==> src/design/ptw_index_unit.sv <==
// ----------------------------------------------------------------------------
// ptw_index_unit
// Shared word-index unit: forms a table word index from a table base and
// a 9-bit slot, and checks it against the memory window.
// ----------------------------------------------------------------------------
module ptw_index_unit #(
  parameter int unsigned MEM_WORDS = 4096
) (
  input  logic [39:0]                  base_i,
  input  logic [8:0]                   slot_i,
  output logic                         in_window_o,
  output logic [$clog2(MEM_WORDS)-1:0] addr_o
);

  localparam logic [48:0] MemWordsW = 49'(MEM_WORDS);

  logic [48:0] word_idx;

  // a 4K table holds 512 words, so the slot fills the low bits
  assign word_idx    = {base_i, slot_i};
  assign in_window_o = word_idx < MemWordsW;
  assign addr_o      = word_idx[$clog2(MEM_WORDS)-1:0];

endmodule

==> config.mk <==
export PLATFORM = sky130hd
export DESIGN_NAME = ptw_index_unit
export DESIGN_NICKNAME = d
export VERILOG_FILES = /design/src/design/ptw_index_unit.sv
export SDC_FILE = /design/constraint.sdc
export NUM_CORES = 1
export LEC_CHECK = 0
export BUFFER_PORTS_ARGS = -buffer_cell sky130_fd_sc_hd__buf_2
export CAP_MARGIN = 20
export CORE_AREA = 4 4 41 43
export DETAILED_ROUTE_END_ITERATION = 10
export DIE_AREA = 0 0 45 47
export PLACE_DENSITY = 0.68
export SLEW_MARGIN = 15
export SYNTH_ARGS = -nofsm -noshare
export SYNTH_HDL_FRONTEND = slang
export SYNTH_SLANG_ARGS = --single-unit
==> constraint.sdc <==
create_clock -name vclk -period 0.8
set_input_delay 0.04 -clock vclk [all_inputs]
set_output_delay 0.04 -clock vclk [all_outputs]
set_load 0.1 [all_outputs]
Word-level counts from Yosys, hierarchy flattened
Cells that the tools add are included.
{"block": "classes", "shift": 0, "n_mul": 0, "n_div": 0, "addsub": 0, "n_reduce_logical": 0, "n_eq_ne": 0, "bitwise_logic": 0, "muxes": 0, "n_lt_le_gt_ge": 1}
{"cell": "$lt A49 B13 Y1 const B", "count": 1}
{"block": "word_totals", "n_memories": 0, "latchBits": 0, "inputBits": 49, "ramBits": 0, "out_inout_bits": 13, "rom_bits": 0, "word_cells": 1, "register_bits": 0}

Longest topological paths before layout
{"block": "logic_depth", "depth_word": 1, "mapped_depth": 3, "depth_no_buf": 3}

Least setup slack after synthesis
No wires, ideal clock.
{"block": "synth_path", "path_type": "input -> output", "from": "input port base_i[19]", "to": "output port in_window_o", "n_path_buf": 0, "setup_slack_ns": -0.877, "required_ns": 0.760, "path_stages": 3, "arrival_ns": 1.637, "cell_sequence": "nor4_1 nand4_1 nor3_2"}
{"block": "synth_between", "elab_chain_cells": 1}
{"element": "from (decl)", "line_no": "9", "text": "input logic [39:0] base_i,"}
{"element": "$lt A49 B13 Y1", "line_no": "21", "text": "assign in_window_o = word_idx < MemWordsW;"}
{"element": "to (decl)", "line_no": "11", "text": "output logic in_window_o,"}
Every way passes these cells.

Worst setup path after layout
{"block": "layout_path", "from": "input port base_i[9]", "to": "output port in_window_o"}
The elaborated chain is that of the path after synthesis.

==> flow_summary.yaml <==
run_status:
  status: "finished, violations left"
  violations: "setup timing"
grt:
  grt-ovfl-total: 0
  antenna_found_initial: 0
  grt_start_max_net_pins: 2
  grt_usage_pct: 8.43
  grt_pass1_wl_mm: 1.30
  grt_pass1_vias: 351
die:
  dieArea_mm2: 0.00212
  die-width_um: 45
  core_mm2: 0.00130
  ios: 62
  die_h_um: 47
  rows: 13
  initial_core_util_pct: 13.9
timing:
  setup_viol: 1
  fin_crit_sh_pct: 129
  whs_ps: 80.0
  drv_slew: 0
  final_hold_viol_count: 0
  max_slew_margin_pct: 85.9
  finalSetupTns_ps: -233
  grt_setup_unrepaired: "yes"
  fin_ws_ps: -233
  fin_crit_ps: 1030
  clock.fmax_mhz: 968
  worstMarginPinSlew_ps: 210
drt:
  ant_nets: 0
  firstDrtPassIters: 1
  wirelength_um: 970
  drc_errors: 0
  dr.first_iter.drc_count: 0
  vias: 305
  routedWlPerCell_um: 14.5
  via_per_inst: 4.55
worst_setup_path:
  critPathKind: "in2out"
  cp_top_family: "simple AND/OR/NAND/NOR gates"
  crit_required_ps: 760
  cpMaxStageDelayCell: "nor4_2"
  max_stage_delay_ps: 260
  critPathBufInv: 2
  worstPathCellList: "buf_6, nor4_2, nand4_1, nor3_4, buf_12"
  cp-start-kind: "input port"
  cp-end-kind: "output pin"
  critPathArrivalTime_ps: 990
  cp_max_fo: 1
synthesis:
  synth_xor_area_share_pct: 0
  ys_warn_count: 0
  ys_top_cells_by_count: "buf_4 (12), nor4_1 (7), nand4_1 (2)"
  seq_area_frac_synth_pct: 0
  yosys.cell_count.top_type: "buf_4"
  synth.distinct_cells: 8
  synth_mux_area_share_pct: 0
  synth_top_area_share_pct: 49.7
  syn_area_per_cell_um2: 6.98
  syn_nets: 75
  synth_top_family_by_area: "simple AND/OR/NAND/NOR gates"
  synthAdderAreaFrac_pct: 0
  synth_cells: 26
  synthTopCellsByArea: "buf_4 (50%), nor4_1 (24%), nand4_1 (6.9%)"
  synthSimpleGateAreaFrac_pct: 50.3
  netlist_area_um2: 181
  synth_top_cell_by_area: "buf_4"
  synth_compound_area_share_pct: 0
final_layout:
  layout-drive-gt1-share_pct: 90.4
  num-clock-buffers: 0
  area_growth_syn_to_layout_pct: 148
  utilization_pct: 34.6
  seq_area_um2: 0
  final_nets: 103
  fin_cells: 67
  diodes: 0
  fin_area_um2: 450
  design.seq.count: 0
placed_design:
  dpl.cell_count: 67
  post-place-ws_ps: -290
  dpl_cell_area_um2: 322
  gp_congestion: 0.696
  io_buffers: 38
flow_run:
  maxCapViolations: 0
min_path:
  hold_path_class: "in2out"
clock_network:
  cts.hold.buffers_added: 0
power_and_ir_drop:
  total_power_mw: 0.166
  p_leak_nw: 0.204
  peakVddDrop_mv: 0.125
  p_per_area_mw_per_mm2: 368
final timing paths:
kind,start,to,depth (start not counted)
worst min-delay path,slot_i[3],addr_o[3],0
worst max-delay path,base_i[9],in_window_o,5
placed cells by master (no fill, tap or decap):
| master | synthesis | final |
|---|---|---|
| buf_2 | 0 | 29 |
| buf_6 | 0 | 8 |
| nor4_2 | 1 | 4 |
| nor4_4 | 0 | 4 |
| nand4_1 | 2 | 2 |
| nor2_1 | 1 | 1 |
| nand2_1 | 1 | 1 |
| nor3_1 | 1 | 1 |
| nor3_4 | 0 | 1 |
| buf_12 | 0 | 1 |
area by class of cell:
| type | instances | area [um^2] |
|---|---|---|
| fillers | 132 | 851 |
| well taps | 15 | 18.8 |
| multi-input cells | 14 | 176 |
| repair buffers | 38 | 255 |
kinds of logic (layout without fill, tap and decap cells):
| kind of cell | Yosys count | in the layout |
|---|---|---|
| and+or+nand+nor | 14 | 14 |
| buffers and inverters | 12 | 38 |
metal layers:
metal / part of all wire (%) / track usage [%]
met1: 19 / 4.73
met2: 56 / 19.8
met4: 5.9 / 7.60
met3: 19 / 1.15
met5: 0 / 0
what timing repair did:
item / 4_1_cts / 5_1_grt
resized for setup: 11 / 8
pin swaps: 7 / 6
endpoints found under the setup margin: 1 / 1
setup buffers: 0 / 0
power breakdown:
group,total [mW],internal (mW),switching (mW)
registers,0,0,0
clock network,0,0,0
logic,0.166,0.104,0.0619
No activity file was read; power rests on OpenSTA's default activity.
